### src/rtl/vlbuf_pkg.sv
`default_nettype none

package vlbuf_pkg;

  // Request kinds.
  localparam logic [1:0] KIND_LOAD  = 2'd0;
  localparam logic [1:0] KIND_BOND  = 2'd1;
  localparam logic [1:0] KIND_CLEAR = 2'd2;

  // Field widths.
  localparam int SITE_W   = 12;
  localparam int CAP_W    = 3;
  localparam int BOND_W   = 14;
  localparam int COUNT_W  = 13;
  localparam int MOMENT_W = 25;

  // A link entry holds a root flag above a 16-bit size or parent field.
  localparam int SIZE_W = 16;
  localparam int LINK_W = SIZE_W + 1;
  localparam int VC_W   = 2 * CAP_W;

  localparam logic [SIZE_W-1:0]  SIZE_MAX = 16'hFFFF;
  localparam logic [COUNT_W-1:0] BIG_MAX  = 13'h1FFF;

  typedef enum logic [3:0] {
    OP_NONE,
    OP_CAPTURE,
    OP_LOAD,
    OP_CLEAR,
    OP_RD_VA,
    OP_RD_VB,
    OP_BUMP_A,
    OP_BUMP_B,
    OP_WALK_A,
    OP_WALK_B,
    OP_SIZE_A,
    OP_SIZE_B,
    OP_MUL,
    OP_MERGE1,
    OP_MERGE2,
    OP_REPORT
  } dp_op_t;

  typedef struct packed {
    dp_op_t op;
  } dp_cmd_t;

  typedef struct packed {
    logic [1:0] kind;
    logic       sites_ok;
    logic       bond_ok;
    logic       walk_done;
    logic       same_root;
  } dp_status_t;

endpackage

`default_nettype wire

### src/rtl/vlbuf_ctrl.sv
`default_nettype none

module vlbuf_ctrl (
  input  wire logic                  clk,
  input  wire logic                  rst_n,
  input  wire logic                  in_valid,
  output logic                       in_ready,
  output logic                       out_valid,
  input  wire logic                  out_ready,
  output vlbuf_pkg::dp_cmd_t         cmd,
  input  wire vlbuf_pkg::dp_status_t status
);

  typedef enum logic [3:0] {
    S_IDLE,
    S_DECODE,
    S_RD_VB,
    S_CHECK,
    S_BUMP_B,
    S_WALK_A,
    S_ISSUE_B,
    S_WALK_B,
    S_SIZE_A,
    S_SIZE_B,
    S_MUL,
    S_MERGE1,
    S_MERGE2,
    S_REPORT
  } state_t;

  state_t state_r, state_nxt;
  logic   out_valid_r, out_valid_nxt;
  logic   out_free;

  assign out_free  = !out_valid_r || out_ready;
  assign in_ready  = (state_r == S_IDLE);
  assign out_valid = out_valid_r;

  always_comb begin
    state_nxt     = state_r;
    out_valid_nxt = out_valid_r && !out_ready;
    cmd.op        = vlbuf_pkg::OP_NONE;
    case (state_r)
      S_IDLE: begin
        if (in_valid) begin
          cmd.op    = vlbuf_pkg::OP_CAPTURE;
          state_nxt = S_DECODE;
        end
      end
      S_DECODE: begin
        state_nxt = S_REPORT;
        case (status.kind)
          vlbuf_pkg::KIND_LOAD:  cmd.op = vlbuf_pkg::OP_LOAD;
          vlbuf_pkg::KIND_CLEAR: cmd.op = vlbuf_pkg::OP_CLEAR;
          vlbuf_pkg::KIND_BOND: begin
            if (status.sites_ok) begin
              cmd.op    = vlbuf_pkg::OP_RD_VA;
              state_nxt = S_RD_VB;
            end
          end
          default: cmd.op = vlbuf_pkg::OP_NONE;
        endcase
      end
      S_RD_VB: begin
        cmd.op    = vlbuf_pkg::OP_RD_VB;
        state_nxt = S_CHECK;
      end
      S_CHECK: begin
        if (status.bond_ok) begin
          cmd.op    = vlbuf_pkg::OP_BUMP_A;
          state_nxt = S_BUMP_B;
        end else begin
          state_nxt = S_REPORT;
        end
      end
      S_BUMP_B: begin
        cmd.op    = vlbuf_pkg::OP_BUMP_B;
        state_nxt = S_WALK_A;
      end
      S_WALK_A: begin
        cmd.op = vlbuf_pkg::OP_WALK_A;
        if (status.walk_done) begin
          state_nxt = S_ISSUE_B;
        end
      end
      S_ISSUE_B: begin
        state_nxt = S_WALK_B;
      end
      S_WALK_B: begin
        cmd.op = vlbuf_pkg::OP_WALK_B;
        if (status.walk_done) begin
          state_nxt = S_SIZE_A;
        end
      end
      S_SIZE_A: begin
        cmd.op    = vlbuf_pkg::OP_SIZE_A;
        state_nxt = status.same_root ? S_REPORT : S_SIZE_B;
      end
      S_SIZE_B: begin
        cmd.op    = vlbuf_pkg::OP_SIZE_B;
        state_nxt = S_MUL;
      end
      S_MUL: begin
        cmd.op    = vlbuf_pkg::OP_MUL;
        state_nxt = S_MERGE1;
      end
      S_MERGE1: begin
        cmd.op    = vlbuf_pkg::OP_MERGE1;
        state_nxt = S_MERGE2;
      end
      S_MERGE2: begin
        cmd.op    = vlbuf_pkg::OP_MERGE2;
        state_nxt = S_REPORT;
      end
      S_REPORT: begin
        // The result waits here until the output register is free.
        if (out_free) begin
          cmd.op        = vlbuf_pkg::OP_REPORT;
          out_valid_nxt = 1'b1;
          state_nxt     = S_IDLE;
        end
      end
      default: state_nxt = S_IDLE;
    endcase
  end

  always_ff @(posedge clk) begin
    if (!rst_n) begin
      state_r     <= S_IDLE;
      out_valid_r <= 1'b0;
    end else begin
      state_r     <= state_nxt;
      out_valid_r <= out_valid_nxt;
    end
  end

  a_one_at_a_time: assert property (@(posedge clk) disable iff (!rst_n)
    in_valid && in_ready |=> !in_ready)
    else $error("request accepted while another was in flight");

  a_report_lands: assert property (@(posedge clk) disable iff (!rst_n)
    (state_r == S_REPORT) && out_free |=> out_valid_r && (state_r == S_IDLE))
    else $error("finished result did not reach the output register");

  a_walk_bounded_by_check: assert property (@(posedge clk) disable iff (!rst_n)
    (state_r == S_BUMP_B) |-> $past(status.bond_ok))
    else $error("valences bumped without a passing capacity check");

endmodule

`default_nettype wire

### config.mk
export PLATFORM = sky130hd
export DESIGN_NAME = vlbuf_ctrl
export DESIGN_NICKNAME = d
export VERILOG_FILES = /design/src/rtl/vlbuf_pkg.sv /design/src/rtl/vlbuf_ctrl.sv
export SDC_FILE = /design/constraint.sdc
export NUM_CORES = 1
export LEC_CHECK = 0
export ABC_CLOCK_PERIOD_IN_PS = 1630
export BUFFER_PORTS_ARGS = -buffer_cell sky130_fd_sc_hd__buf_2
export CELL_PAD_IN_SITES_DETAIL_PLACEMENT = 1
export CELL_PAD_IN_SITES_GLOBAL_PLACEMENT = 1
export CORE_MARGIN = 1
export CORE_UTILIZATION = 30
export DETAILED_ROUTE_END_ITERATION = 8
export PLACE_DENSITY = 0.73
export SYNTH_ARGS = -nofsm -noshare
export SYNTH_HDL_FRONTEND = slang
export SYNTH_SLANG_ARGS = --single-unit
### constraint.sdc
create_clock -name clk -period 1.63 [get_ports clk]
set_input_delay 0.163 -clock clk [delete_from_list [all_inputs] [get_ports clk]]
set_output_delay 0.163 -clock clk [all_outputs]
set_load 0.02 [all_outputs]
## Yosys cells after proc, flatten, opt, wreduce, memory -nomap -nowiden

Index checks and enable logic that the tools add are counted.

- Equality and inequality tests: 19
- Multiplexer cells: 17
- Reductions and logical operators: 7

Operator list:

| kind | number |
|---|---|
| $pmux W4 S14 | 1 |
| $pmux W4 S13 | 1 |
| $mux W4 | 8 |
| $eq A4 B4 Y1 const B | 6 |
| $eq A4 B3 Y1 const B | 4 |
| $mux W3 | 3 |
| $pmux W3 S3 | 1 |
| $eq A4 B2 Y1 const B | 2 |
| $ne A2 B2 Y1 const B | 4 |
| $eq A4 B1 Y1 const B | 1 |
| $logic_not A4 Y1 | 1 |
| $reduce_and A4 Y1 | 1 |
| $mux W1 | 3 |
| $eq A2 B1 Y1 const B | 1 |
| $eq A2 B2 Y1 const B | 1 |
| $logic_not A1 Y1 | 2 |
| $logic_not A2 Y1 | 1 |
| $logic_and A1 B1 Y1 | 1 |
| $logic_or A1 B1 Y1 | 1 |

- Register bits: 5
- Bits of input ports: 10
- Output and inout bits: 6
- Logic and storage cells: 45

## Longest topological paths before layout

Gate-level depths: netlist of the first run.

- Depth after elaboration: 4
- Depth in mapped cells: 5
- Gate-level depth less buffers: 4

## Least setup slack after synthesis of the first run

Ideal clock, no wire load.

- Path kind: register -> output
- Start point: register state_r[1]
- End point: output port cmd[2] (netlist name)
- Data arrival time: 1.266 ns
- Required time: 1.467 ns
- Slack: 0.201 ns
- Stages on the path, launching flop included: 5
- Path buffers: 2
- Cell sequence: dfxtp_1 -> buf_4 -> clkbuf_1 -> a21oi_1 -> o21ai_0

RTL lines:

| item | line | text |
|---|---|---|
| from (decl) | vlbuf_ctrl.sv:31 | `state_t state_r, state_nxt;` |
| from (signal assigned) | vlbuf_ctrl.sv:132 | `state_r <= state_nxt;` |
| to (decl) | vlbuf_ctrl.sv:10 | `output vlbuf_pkg::dp_cmd_t cmd,` |

==> impl_results.md, run 1 <==
- Highest net fanout along the worst path: 11
- Worst Hold Class: primary input to flop
- Port-buffer cells: 15
- Most used cells in the layout excluding fill and tap cells: 15 x sky130_fd_sc_hd__buf_2, 10 x sky130_fd_sc_hd__o21ai_0, 10 x sky130_fd_sc_hd__buf_4, 9 x sky130_fd_sc_hd__nand2_1, 5 x sky130_fd_sc_hd__a21oi_1
- Initial DRT Pass Iterations: 4
- DRC violation count after routing: 0
- Top cell family by delay on the critical path: compound AO/OA/AOI/OAI gates
- Layout Skew: 0.000356 ns
- Leakage power: 0.318 nW
- Congestion Overflow GR: 0
- Clock-pin transition on the worst setup and hold timing paths: 0.04 ns
- Row count: 15
- Ant diodes: 0
- Maximum number of pins on one net before global-route repair: 15
- Placed Instances: 121
- Initial drt markers: 9
- Per-cell via count in the routed design: 5.23
- Multi-input gate area: 419 um^2
- Crit path launch type: flop
- Skew-Pair Late Insertion Delay: 0.24 ns
- Standard cell with the maximum stage delay on the critical path: sky130_fd_sc_hd__dfxtp_4
- Worst Tran Pin Value: 0.339 ns
- Layout cells sized above 1: 0.376
- Number of distinct library cells after synthesis: 32
- Die outline height: 45.4 um
- Area inside the core boundary: 1750 um^2
- Number of failing setup endpoints in the final timing report: 0
- Floorplan die width: 45.4 um
- Share of the yosys chip area belonging to registers: 0.177
- Cell area power density: 1750 nW/um^2
- Post-synthesis sequential element count: 5
- Initial Util: 0.324
- Setup Total Neg Slack: 0 ns
- Unrepaired setup endpoints after global routing: yes
- Final instance count without filler cells: 126
- CTS Buffer Depth: 2
- Total wire length after detailed routing: 1.79 mm
- Sequential cell area in the final layout: 109 um^2
- # fillers: 246
- Number of clock sinks seen by CTS: 5
- Cts bufs inserted: 3
- Mean cell area of the mapped netlist: 7.16 um^2
- CP Buf/Inv Count: 2
- Endpoint class of the critical path: output pin
- Final worst path period need: 1.55 ns
- Worst endpoint data arrival time: 1.39 ns
- Global-route wire length before repair: 2.91 mm
- Cell at the root of the clock tree: sky130_fd_sc_hd__clkbuf_4
- Net count after synthesis: 89
- Worst slew margin relative to its limit: 0.774
- Max-slew violations: 0
- Delay of the slowest critical-path stage: 0.39 ns
- Portion of the clock cycle consumed by the worst path in the final layout: 0.951
- Synth Warn #: 0
- Register-to-register setup slack: 0.17 ns
- Die area: 2060 um^2
- Required time of the critical path: 1.47 ns
- Number of nets at the end of the flow: 112
- Outcome: completed
- H-tree depth reported by CTS: 1
- Final hold violations: 0
- Worst supply voltage drop on vdd: 0.617 mV
- Number of nets still failing antenna checks after routing: 0
- Upper clock frequency limit: 645 MHz
- Max-cap violations: 0
- WL per Instance: 14.2 um
- Post-DP HPWL: 1.43 mm
- Number of standard cells after synthesis: 79
- Commonest non-fill, non-tap cell in the layout: sky130_fd_sc_hd__buf_2
- Routed via count: 659
- Initial antenna violation count: 0
- CTS tree: built
- Gp weighted congestion: 0.830
- Post-cts hold buffer count: 0
- Number of top-level design ports: 16
- Via count of the first global-routing pass: 642
- Area growth from synthesis to layout: 33.0%
- Category of the most critical setup path: flop to output pin
- Overall routing resource usage: 0.199
- Area of the mapped netlist: 566 um^2
- Cell breakdown of the critical path: buf_4 > a21oi_1 > a2bb2oi_1 > o22ai_1 > buf_2
## per-layer routing
layer	wire length [um]	share of wire	track usage	vias up
met4	36	0.020	0.0970	0
met1	834	0.47	0.276	303
met3	76	0.043	0.0238	4
met2	840	0.47	0.300	17
met5	0	0	0	-
li1	-	-	-	335
## report_power, final
part           internal (W)  switching [W]  leakage [nW]
clock network     0.0000926      0.0000523        0.0150
logic              0.000404       0.000511         0.260
registers          0.000174      0.0000814        0.0427
## layout make-up
cell class,count,share of cell area
sequential,5,0.145
multi-input combinational,64,0.557
tap,25,0.0416
timing repair buffer,25,0.200
clock buffer,4,0.0349
inverter,3,0.0216
## cell families (layout without fill, tap and decap cells)
group | count (synthesis) | after routing | share of synthesized area
simple gates | 31 | 31 | 0.314
flops | 5 | 5 | 0.177
compound gates | 33 | 33 | 0.392
buf+inv | 10 | 32 | 0.117
## state kept, by name, summed over array words and instances, names as in the netlist
register and cells:
state_r 4, out_valid 1
## cell usage after synthesis
library cell                 n  share of area
sky130_fd_sc_hd__nor4bb_1    2          0.035
sky130_fd_sc_hd__buf_4       2          0.027
sky130_fd_sc_hd__nand2_1     9          0.060
sky130_fd_sc_hd__a31oi_1     1          0.011
sky130_fd_sc_hd__nand3_1     2          0.018
sky130_fd_sc_hd__and2_1      1          0.011
sky130_fd_sc_hd__a2bb2oi_1   1          0.015
sky130_fd_sc_hd__a21oi_1     5          0.044
sky130_fd_sc_hd__o22ai_1     2          0.022
sky130_fd_sc_hd__o21ai_0    10          0.088
sky130_fd_sc_hd__inv_1       2          0.013
sky130_fd_sc_hd__a32oi_1     2          0.031
sky130_fd_sc_hd__a2111oi_2   1          0.027
sky130_fd_sc_hd__clkbuf_1    2          0.013
sky130_fd_sc_hd__nor4_4      1          0.038
sky130_fd_sc_hd__nand2b_1    2          0.022
sky130_fd_sc_hd__a21o_1      2          0.027
sky130_fd_sc_hd__nor2b_1     5          0.055
sky130_fd_sc_hd__nor2_1      6          0.040
sky130_fd_sc_hd__and2b_1     1          0.013
sky130_fd_sc_hd__o2bb2ai_1   1          0.015
sky130_fd_sc_hd__a21boi_0    1          0.013
sky130_fd_sc_hd__clkinv_4    1          0.015
sky130_fd_sc_hd__nor3_1      1         0.0088
sky130_fd_sc_hd__buf_2       1         0.0088
sky130_fd_sc_hd__o211ai_1    1          0.013
sky130_fd_sc_hd__dfxtp_1     5           0.18
sky130_fd_sc_hd__buf_6       2          0.040
sky130_fd_sc_hd__o21a_1      4          0.053
sky130_fd_sc_hd__a32o_1      1          0.018
sky130_fd_sc_hd__a211oi_1    1          0.013
sky130_fd_sc_hd__nand3b_1    1          0.013
## repair_timing
item,CTS,global route
setup buffers,0,1
gates resized for setup,4,6
setup endpoints to repair,4,4
pin swaps,0,1
## final timing paths
kind	start	end	cells after the start
worst max register to register	state_r[1]	state_r[0]	6
worst min register to register	state_r[1]	state_r[1]	1
worst min-delay path	rst_n	state_r[0]	2
worst max-delay path	state_r[0]	cmd[1]	5
## worst reg2reg max path: stages, from the launching register on
cell	delay [ns]
sky130_fd_sc_hd__dfxtp_2	0.36
sky130_fd_sc_hd__buf_4	0.18
sky130_fd_sc_hd__nand2b_4	0.15
sky130_fd_sc_hd__nor2_2	0.04
sky130_fd_sc_hd__buf_4	0.13
sky130_fd_sc_hd__a2111oi_2	0.38
sky130_fd_sc_hd__o21a_1	0.15
## metrics by stage
stage / util / setup WS (ns) / power [W] / area, um^2 / hold slack, ns
2_1_floorplan: - / 0.201 / 0.000870 / 566 / 0.281
3_3_place_gp: 0.395 / 0.214 / 0.00109 / 689 / 0.460
3_5_place_dp: 0.395 / 0.191 / 0.00111 / 689 / 0.461
4_1_cts: 0.414 / 0.000698 / 0.00128 / 723 / 0.191
5_1_grt: 0.431 / -0.0112 / 0.00142 / 752 / 0.196
6_report: 0.431 / 0.0802 / 0.00131 / 752 / 0.192
Note: power is estimated with default switching activity, not from simulation.
==> inputs of run 2 (changes only) <==
==> constraint.sdc (replaced) <==
create_clock -name clk -period 1.63 [get_ports clk]
set_input_delay 0.2445 -clock clk [delete_from_list [all_inputs] [get_ports clk]]
set_output_delay 0.2445 -clock clk [all_outputs]
set_load 0.02 [all_outputs]
==> run 2 against run 1 <==
  * Hold slack gained 0.092 ns
  * Setup slack lost 0.028 ns
  * Clock skew grew 0.0027 ns
  * Total power grew 0.20%
  * Sequential cell count is the same
  * First-iteration DRC count shrank 56%
  * Combinational power is essentially flat
  * Non-clock buffer count grew 1
  * Critical path type unchanged
  * Critical endpoint unchanged
  * Highest routed layer unchanged
==> impl_results.md, run 2 (synthesis gave the netlist of run 1 again) <==
- Number of clock sinks seen by CTS: 5 (unchanged)
- Cell area power density: 1730 nW/um^2 (was 1750 nW/um^2)
- Combinational power share: 0.693 (was 0.696)
- Max reg flops: 4 (unchanged)
- Unrepaired setup endpoints after global routing: yes (unchanged)
- Required time of the critical path: 1.39 ns (was 1.47 ns)
- Max-cap violations: 0 (unchanged)
- Outcome: completed (unchanged)
- Setup Total Neg Slack: 0 ns (unchanged)
- Final worst path period need: 1.58 ns (was 1.55 ns)
- Worst supply voltage drop on vdd: 0.849 mV (was 0.617 mV)
- Switching component of the power: 0.000629 W (was 0.000645 W)
- Gp weighted congestion: 0.808 (was 0.830)
- Internal cell power: 0.000688 W (was 0.000670 W)
- CTS tree: built (unchanged)
- H-tree depth reported by CTS: 1 (unchanged)
- Initial DRT Pass Iterations: 4 (unchanged)
- Commonest non-fill, non-tap cell in the layout: sky130_fd_sc_hd__buf_2 (unchanged)
- Post-DP HPWL: 1.35 mm (was 1.43 mm)
- Setup slack after layout: 0.0524 ns (was 0.0802 ns)
- Top cell family by delay on the critical path: flip-flops (was compound AO/OA/AOI/OAI gates)
- Cell breakdown of the critical path: nor2b_2 > a32oi_1 > o22ai_1 > buf_2 (was buf_4 > a21oi_1 > a2bb2oi_1 > o22ai_1 > buf_2)
- Port-buffer cells: 15 (unchanged)
- Cell at the root of the clock tree: sky130_fd_sc_hd__clkbuf_4 (unchanged)
- Clock-pin transition on the worst setup and hold timing paths: 0.04 ns (about the same)
- Area growth from synthesis to layout: 34.5% (was 33.0%)
- Via count of the first global-routing pass: 612 (was 642)
- Layout cells sized above 1: 0.402 (was 0.376)
- Crit path launch type: flop (unchanged)
- DRC violation count after routing: 0 (unchanged)
- Number of top-level design ports: 16 (unchanged)
- Initial Util: 0.324 (unchanged)
- Per-cell via count in the routed design: 5.10 (was 5.23)
- WL per Instance: 13.2 um (was 14.2 um)
- Number of nets at the end of the flow: 113 (was 112)
- Upper clock frequency limit: 634 MHz (was 645 MHz)
- Die area: 2060 um^2 (unchanged)
- Floorplan die width: 45.4 um (unchanged)
- Highest net fanout along the worst path: 11 (unchanged)
- Portion of the clock cycle consumed by the worst path in the final layout: 0.968 (was 0.951)
- Number of failing setup endpoints in the final timing report: 0 (unchanged)
- Worst slew margin relative to its limit: 0.760 (was 0.774)
- Skew-Pair Late Insertion Delay: 0.24 ns (about the same)
- Die outline height: 45.4 um (unchanged)
- # fillers: 236 (was 246)
- Leakage power: 0.322 nW (was 0.318 nW)
- Total design power: 0.00132 W (was 0.00131 W)
- Most used cells in the layout excluding fill and tap cells: 15 x sky130_fd_sc_hd__buf_2, 11 x sky130_fd_sc_hd__buf_4, 9 x sky130_fd_sc_hd__nand2_1, 7 x sky130_fd_sc_hd__o21ai_0, 5 x sky130_fd_sc_hd__a21oi_1 (was 15 x sky130_fd_sc_hd__buf_2, 10 x sky130_fd_sc_hd__o21ai_0, 10 x sky130_fd_sc_hd__buf_4, 9 x sky130_fd_sc_hd__nand2_1, 5 x sky130_fd_sc_hd__a21oi_1)
- Initial antenna violation count: 0 (unchanged)
- Row count: 15 (unchanged)
- Register bank with the most flops: state_r (unchanged)
- CP Buf/Inv Count: 1 (was 2)
- Area inside the core boundary: 1750 um^2 (unchanged)
- Worst Hold Class: primary input to flop (unchanged)
- CTS Buffer Depth: 2 (unchanged)
- Congestion Overflow GR: 0 (unchanged)
- Worst endpoint data arrival time: 1.33 ns (was 1.39 ns)
- Switching share of total power: 0.478 (was 0.490)
- Standard cell with the maximum stage delay on the critical path: sky130_fd_sc_hd__dfxtp_4 (unchanged)
- Final hold violations: 0 (unchanged)
- Category of the most critical setup path: flop to output pin (unchanged)
- Total wire length after detailed routing: 1.67 mm (was 1.79 mm)
- Cts bufs inserted: 3 (unchanged)
- Initial drt markers: 4 (was 9)
- Worst Tran Pin Value: 0.356 ns (was 0.339 ns)
- Routed via count: 648 (was 659)
- Worst hold slack: 0.284 ns (was 0.192 ns)
- Ant diodes: 0 (unchanged)
- Layout Skew: 0.00306 ns (was 0.000356 ns)
- Global-route wire length before repair: 2.73 mm (was 2.91 mm)
- Number of nets still failing antenna checks after routing: 0 (unchanged)
- Max-slew violations: 0 (unchanged)
- Minimum setup slack after placement: -0.00959 ns (was 0.191 ns)
- Reg power frac: 0.199 (was 0.194)
- Delay of the slowest critical-path stage: 0.42 ns (was 0.39 ns)
- Endpoint class of the critical path: output pin (unchanged)
- Maximum number of pins on one net before global-route repair: 14 (was 15)
- Part of the total power dissipated in the clock network: 0.108 (was 0.110)
- Overall routing resource usage: 0.181 (was 0.199)
run 2: cell count changes in the layout (fill, tap and decap cells not counted), sizes merged:
cell,before,now
buf,25,26
run 2: layout make-up:
type	count	area, um^2	area share
inverter	3	16.3	0.0214
timing repair buffer	26	158	0.207
sequential	5	113	0.148
tap	25	31.3	0.0411
clock buffer	4	26.3	0.0345
multi-input combinational	64	417	0.548
run 2: timing repair:
| action | CTS | global route |
|---|---|---|
| pin swaps | 0 | 2 |
| setup endpoints to repair | 5 | 4 |
| hold buffers | 0 | 0 |
| setup buffers | 0 | 2 |
| resized for setup | 9 | 7 |
run 2: power groups by stage:
stage	Clock, W	Combinational (W)	Sequential (W)
2_1_floorplan	0	0.000688	0.000182
3_3_place_gp	0	0.000859	0.000241
3_5_place_dp	0	0.000872	0.000248
4_1_cts	0.000148	0.000882	0.000265
5_1_grt	0.000150	0.00100	0.000272
6_report	0.000142	0.000913	0.000262
run 2: worst register-to-register path: stages, from the launching register on:
cell and delay [ns]:
sky130_fd_sc_hd__dfxtp_4 0.38, sky130_fd_sc_hd__buf_4 0.16, sky130_fd_sc_hd__nor4bb_1 0.37, sky130_fd_sc_hd__o21a_1 0.25
sky130_fd_sc_hd__nor3_1 0.07, sky130_fd_sc_hd__a32o_1 0.21
run 2: final timing paths:
path / startpoint / endpoint / slack, ns / cells past startpoint
setup reg to reg: state_r[1] / state_r[3] / 0.08 / 5
hold reg to reg: out_valid / out_valid / 0.68 / 2
hold / removal: rst_n / out_valid / 0.28 / 2
setup / recovery: state_r[1] / cmd[1] / 0.05 / 4
run 2: routing by layer:
layer | GRT usage | up-vias | wire length (um)
met2 | 0.297 | 13 | 785
met4 | 0.0545 | 0 | 16
met1 | 0.252 | 298 | 822
met3 | 0.0119 | 2 | 48
met5 | 0 | - | 0
li1 | - | 335 | -
run 2: metrics by stage:
stage | area [um^2] | instances | util
2_1_floorplan | 566 | 79 | -
3_5_place_dp | 689 | 121 | 0.395
4_1_cts | 732 | 125 | 0.419
3_3_place_gp | 689 | 121 | 0.395
6_report | 761 | 127 | 0.436
5_1_grt | 761 | 127 | 0.436
==> inputs of run 3 (changes only) <==
Settings changed: PLACE_DENSITY 0.73 to 0.72.
==> run 3 against run 2 <==
  * Die area did not move
  * Total power rose by 1.1%
  * Highest routed layer unchanged
  * Critical path type unchanged
  * Non-clock buffer count fell by 1
  * Critical endpoint is now cmd[0]
  * Largest cell class unchanged
==> impl_results.md, run 3 (synthesis gave the netlist of run 1 again) <==
- Cts bufs inserted: 3 (unchanged)
- Final worst path period need: 1.57 ns (was 1.58 ns)
- Overall routing resource usage: 0.186 (was 0.181)
- Per-cell via count in the routed design: 5.33 (was 5.10)
- Area growth from synthesis to layout: 36.3% (was 34.5%)
- Crit path launch type: flop (unchanged)
- Leakage power: 0.320 nW (was 0.322 nW)
- Max reg flops: 4 (unchanged)
- Ant diodes: 0 (unchanged)
- Die area: 2060 um^2 (unchanged)
- H-tree depth reported by CTS: 1 (unchanged)
- Worst supply voltage drop on vdd: 0.677 mV (was 0.849 mV)
- Worst endpoint data arrival time: 1.33 ns (about the same)
- Part of the total power dissipated in the clock network: 0.102 (was 0.108)
- Worst hold slack: 0.287 ns (was 0.284 ns)
- Cell breakdown of the critical path: and2_4 > o21ai_0 > a21oi_1 > a21o_1 > buf_2 (was nor2b_2 > a32oi_1 > o22ai_1 > buf_2)
- DRC violation count after routing: 0 (unchanged)
- Endpoint class of the critical path: output pin (unchanged)
- CTS Buffer Depth: 2 (unchanged)
- CTS tree: built (unchanged)
- Switching share of total power: 0.481 (was 0.478)
- Initial antenna violation count: 0 (unchanged)
- Internal cell power: 0.000691 W (was 0.000688 W)
- # fillers: 242 (was 236)
- Cell area after layout: 771 um^2 (was 761 um^2)
- Outcome: completed (unchanged)
- Launch instance of the worst register-to-register path: state_r[1] (unchanged)
- Global-route wire length before repair: 2.77 mm (was 2.73 mm)
- Layout cells sized above 1: 0.416 (was 0.402)
- Skew-Pair Late Insertion Delay: 0.23 ns (was 0.24 ns)
- Floorplan die width: 45.4 um (unchanged)
- Top cell family by delay on the critical path: compound AO/OA/AOI/OAI gates (was flip-flops)
- Worst Hold End: state_r[1] (was out_valid)
- Category of the most critical setup path: flop to output pin (unchanged)
- Final instance count without filler cells: 126 (was 127)
- Delay of the slowest critical-path stage: 0.38 ns (was 0.42 ns)
- Worst Tran Pin Value: 0.263 ns (was 0.356 ns)
- Standard cell with the maximum stage delay on the critical path: sky130_fd_sc_hd__dfxtp_4 (unchanged)
- Congestion Overflow GR: 0 (unchanged)
- Worst Reg2Reg Path Length in Cells: 5 (unchanged)
- Worst slew margin relative to its limit: 0.824 (was 0.760)
- Highest net fanout along the worst path: 9 (was 11)
- Number of failing setup endpoints in the final timing report: 0 (unchanged)
- Upper clock frequency limit: 637 MHz (was 634 MHz)
- Cell at the root of the clock tree: sky130_fd_sc_hd__clkbuf_4 (unchanged)
- Worst Hold Class: primary input to flop (unchanged)
- Layout Skew: 0.00199 ns (was 0.00306 ns)
- Gp weighted congestion: 0.781 (was 0.808)
- Max-cap violations: 0 (unchanged)
- Max-slew violations: 0 (unchanged)
- Routed via count: 672 (was 648)
- Row count: 15 (unchanged)
- Number of top-level design ports: 16 (unchanged)
- Reg power frac: 0.234 (was 0.199)
- Initial Util: 0.324 (unchanged)
- Die outline height: 45.4 um (unchanged)
- Switching component of the power: 0.000640 W (was 0.000629 W)
- Combinational power share: 0.665 (was 0.693)
- CP Buf/Inv Count: 1 (unchanged)
- WL per Instance: 14.1 um (was 13.2 um)
- Post-DP HPWL: 1.39 mm (was 1.35 mm)
- Number of nets still failing antenna checks after routing: 0 (unchanged)
- Portion of the clock cycle consumed by the worst path in the final layout: 0.964 (was 0.968)
- Register-to-register setup slack: 0.24 ns (was 0.08 ns)
- Area inside the core boundary: 1750 um^2 (unchanged)
- Most used cells in the layout excluding fill and tap cells: 15 x sky130_fd_sc_hd__buf_2, 10 x sky130_fd_sc_hd__buf_4, 9 x sky130_fd_sc_hd__nand2_1, 9 x sky130_fd_sc_hd__o21ai_0 (was 15 x sky130_fd_sc_hd__buf_2, 11 x sky130_fd_sc_hd__buf_4, 9 x sky130_fd_sc_hd__nand2_1, 7 x sky130_fd_sc_hd__o21ai_0, 5 x sky130_fd_sc_hd__a21oi_1)
- Placed Instances: 121 (unchanged)
- Number of clock sinks seen by CTS: 5 (unchanged)
- Required time of the critical path: 1.39 ns (about the same)
- Initial DRT Pass Iterations: 4 (unchanged)
- Endpoint of the most critical register-to-register path: state_r[3] (unchanged)
- Clock-pin transition on the worst setup and hold timing paths: 0.04 ns (about the same)
- Number of instances on the worst hold path: 3 (was 2)
- Total wire length after detailed routing: 1.78 mm (was 1.67 mm)
- Commonest non-fill, non-tap cell in the layout: sky130_fd_sc_hd__buf_2 (unchanged)
- Port-buffer cells: 15 (unchanged)
- Cell area after placement: 689 um^2 (unchanged)
- Hold_sp: rst_n (unchanged)
- Initial drt markers: 2 (was 4)
- Via count of the first global-routing pass: 635 (was 612)
- Total design power: 0.00133 W (was 0.00132 W)
- Register bank with the most flops: state_r (unchanged)
- Final hold violations: 0 (unchanged)
- Maximum number of pins on one net before global-route repair: 13 (was 14)
- Number of nets at the end of the flow: 112 (was 113)
- Cell area power density: 1730 nW/um^2 (about the same)
run 3: worst max path at each step:
stage | start | to | slack, ns | cells past startpoint
floorplan | state_r[1] | cmd[2] | 0.12 | 4
global placement | state_r[0] | cmd[1] | 0.12 | 5
detailed placement | state_r[0] | cmd[1] | 0.11 | 5
CTS | state_r[0] | cmd[1] | 0.008 | 5
global route | state_r[0] | cmd[3] | -0.004 | 5
finish | state_r[2] | cmd[0] | 0.06 | 5
run 3: tightest hold or removal path, cell delays in order:
cell	delay [ns]
sky130_fd_sc_hd__buf_2	0.13
sky130_fd_sc_hd__nand2_1	0.06
sky130_fd_sc_hd__a211oi_1	0.04
run 3: timing repair:
action	CTS	global route
resized for setup	6	12
setup endpoints to repair	4	4
endpoints found under the hold margin	0	0
hold buffers	0	0
setup buffers	0	1
run 3: power by group through the flow:
stage / Clock [W] / Sequential, W / Combinational (W)
detailed placement: 0 / 0.000273 / 0.000850
global placement: 0 / 0.000270 / 0.000829
CTS: 0.000142 / 0.000282 / 0.000858
finish: 0.000135 / 0.000311 / 0.000885
global route: 0.000152 / 0.000326 / 0.000965
floorplan: 0 / 0.000182 / 0.000688
run 3: per-stage QoR:
| step | worst slack, ns | TNS, ns | utilization |
|---|---|---|---|
| after detailed placement | 0.112 | 0 | 0.395 |
| final | 0.0590 | 0 | 0.442 |
| after global routing | -0.00440 | -0.00768 | 0.442 |
| after CTS | 0.00763 | 0 | 0.416 |
| after floorplan | 0.120 | 0 | - |
| after global placement | 0.120 | 0 | 0.395 |
run 3: layer usage:
layer | up-vias | track usage | part of all wire
met5 | - | 0 | 0
met4 | 0 | 0.0364 | 0.0028
met3 | 2 | 0.0238 | 0.034
met2 | 11 | 0.317 | 0.53
met1 | 324 | 0.248 | 0.43
li1 | 335 | - | -
run 3: area by class of cell:
class / instances / area, um^2 / area share
Clock buffer: 4 / 26.3 / 0.0341
Inverter: 3 / 16.3 / 0.0211
Multi-Input combinational cell: 64 / 432 / 0.560
Sequential cell: 5 / 115 / 0.149
Tap cell: 25 / 31.3 / 0.0406
Timing Repair Buffer: 25 / 150 / 0.195
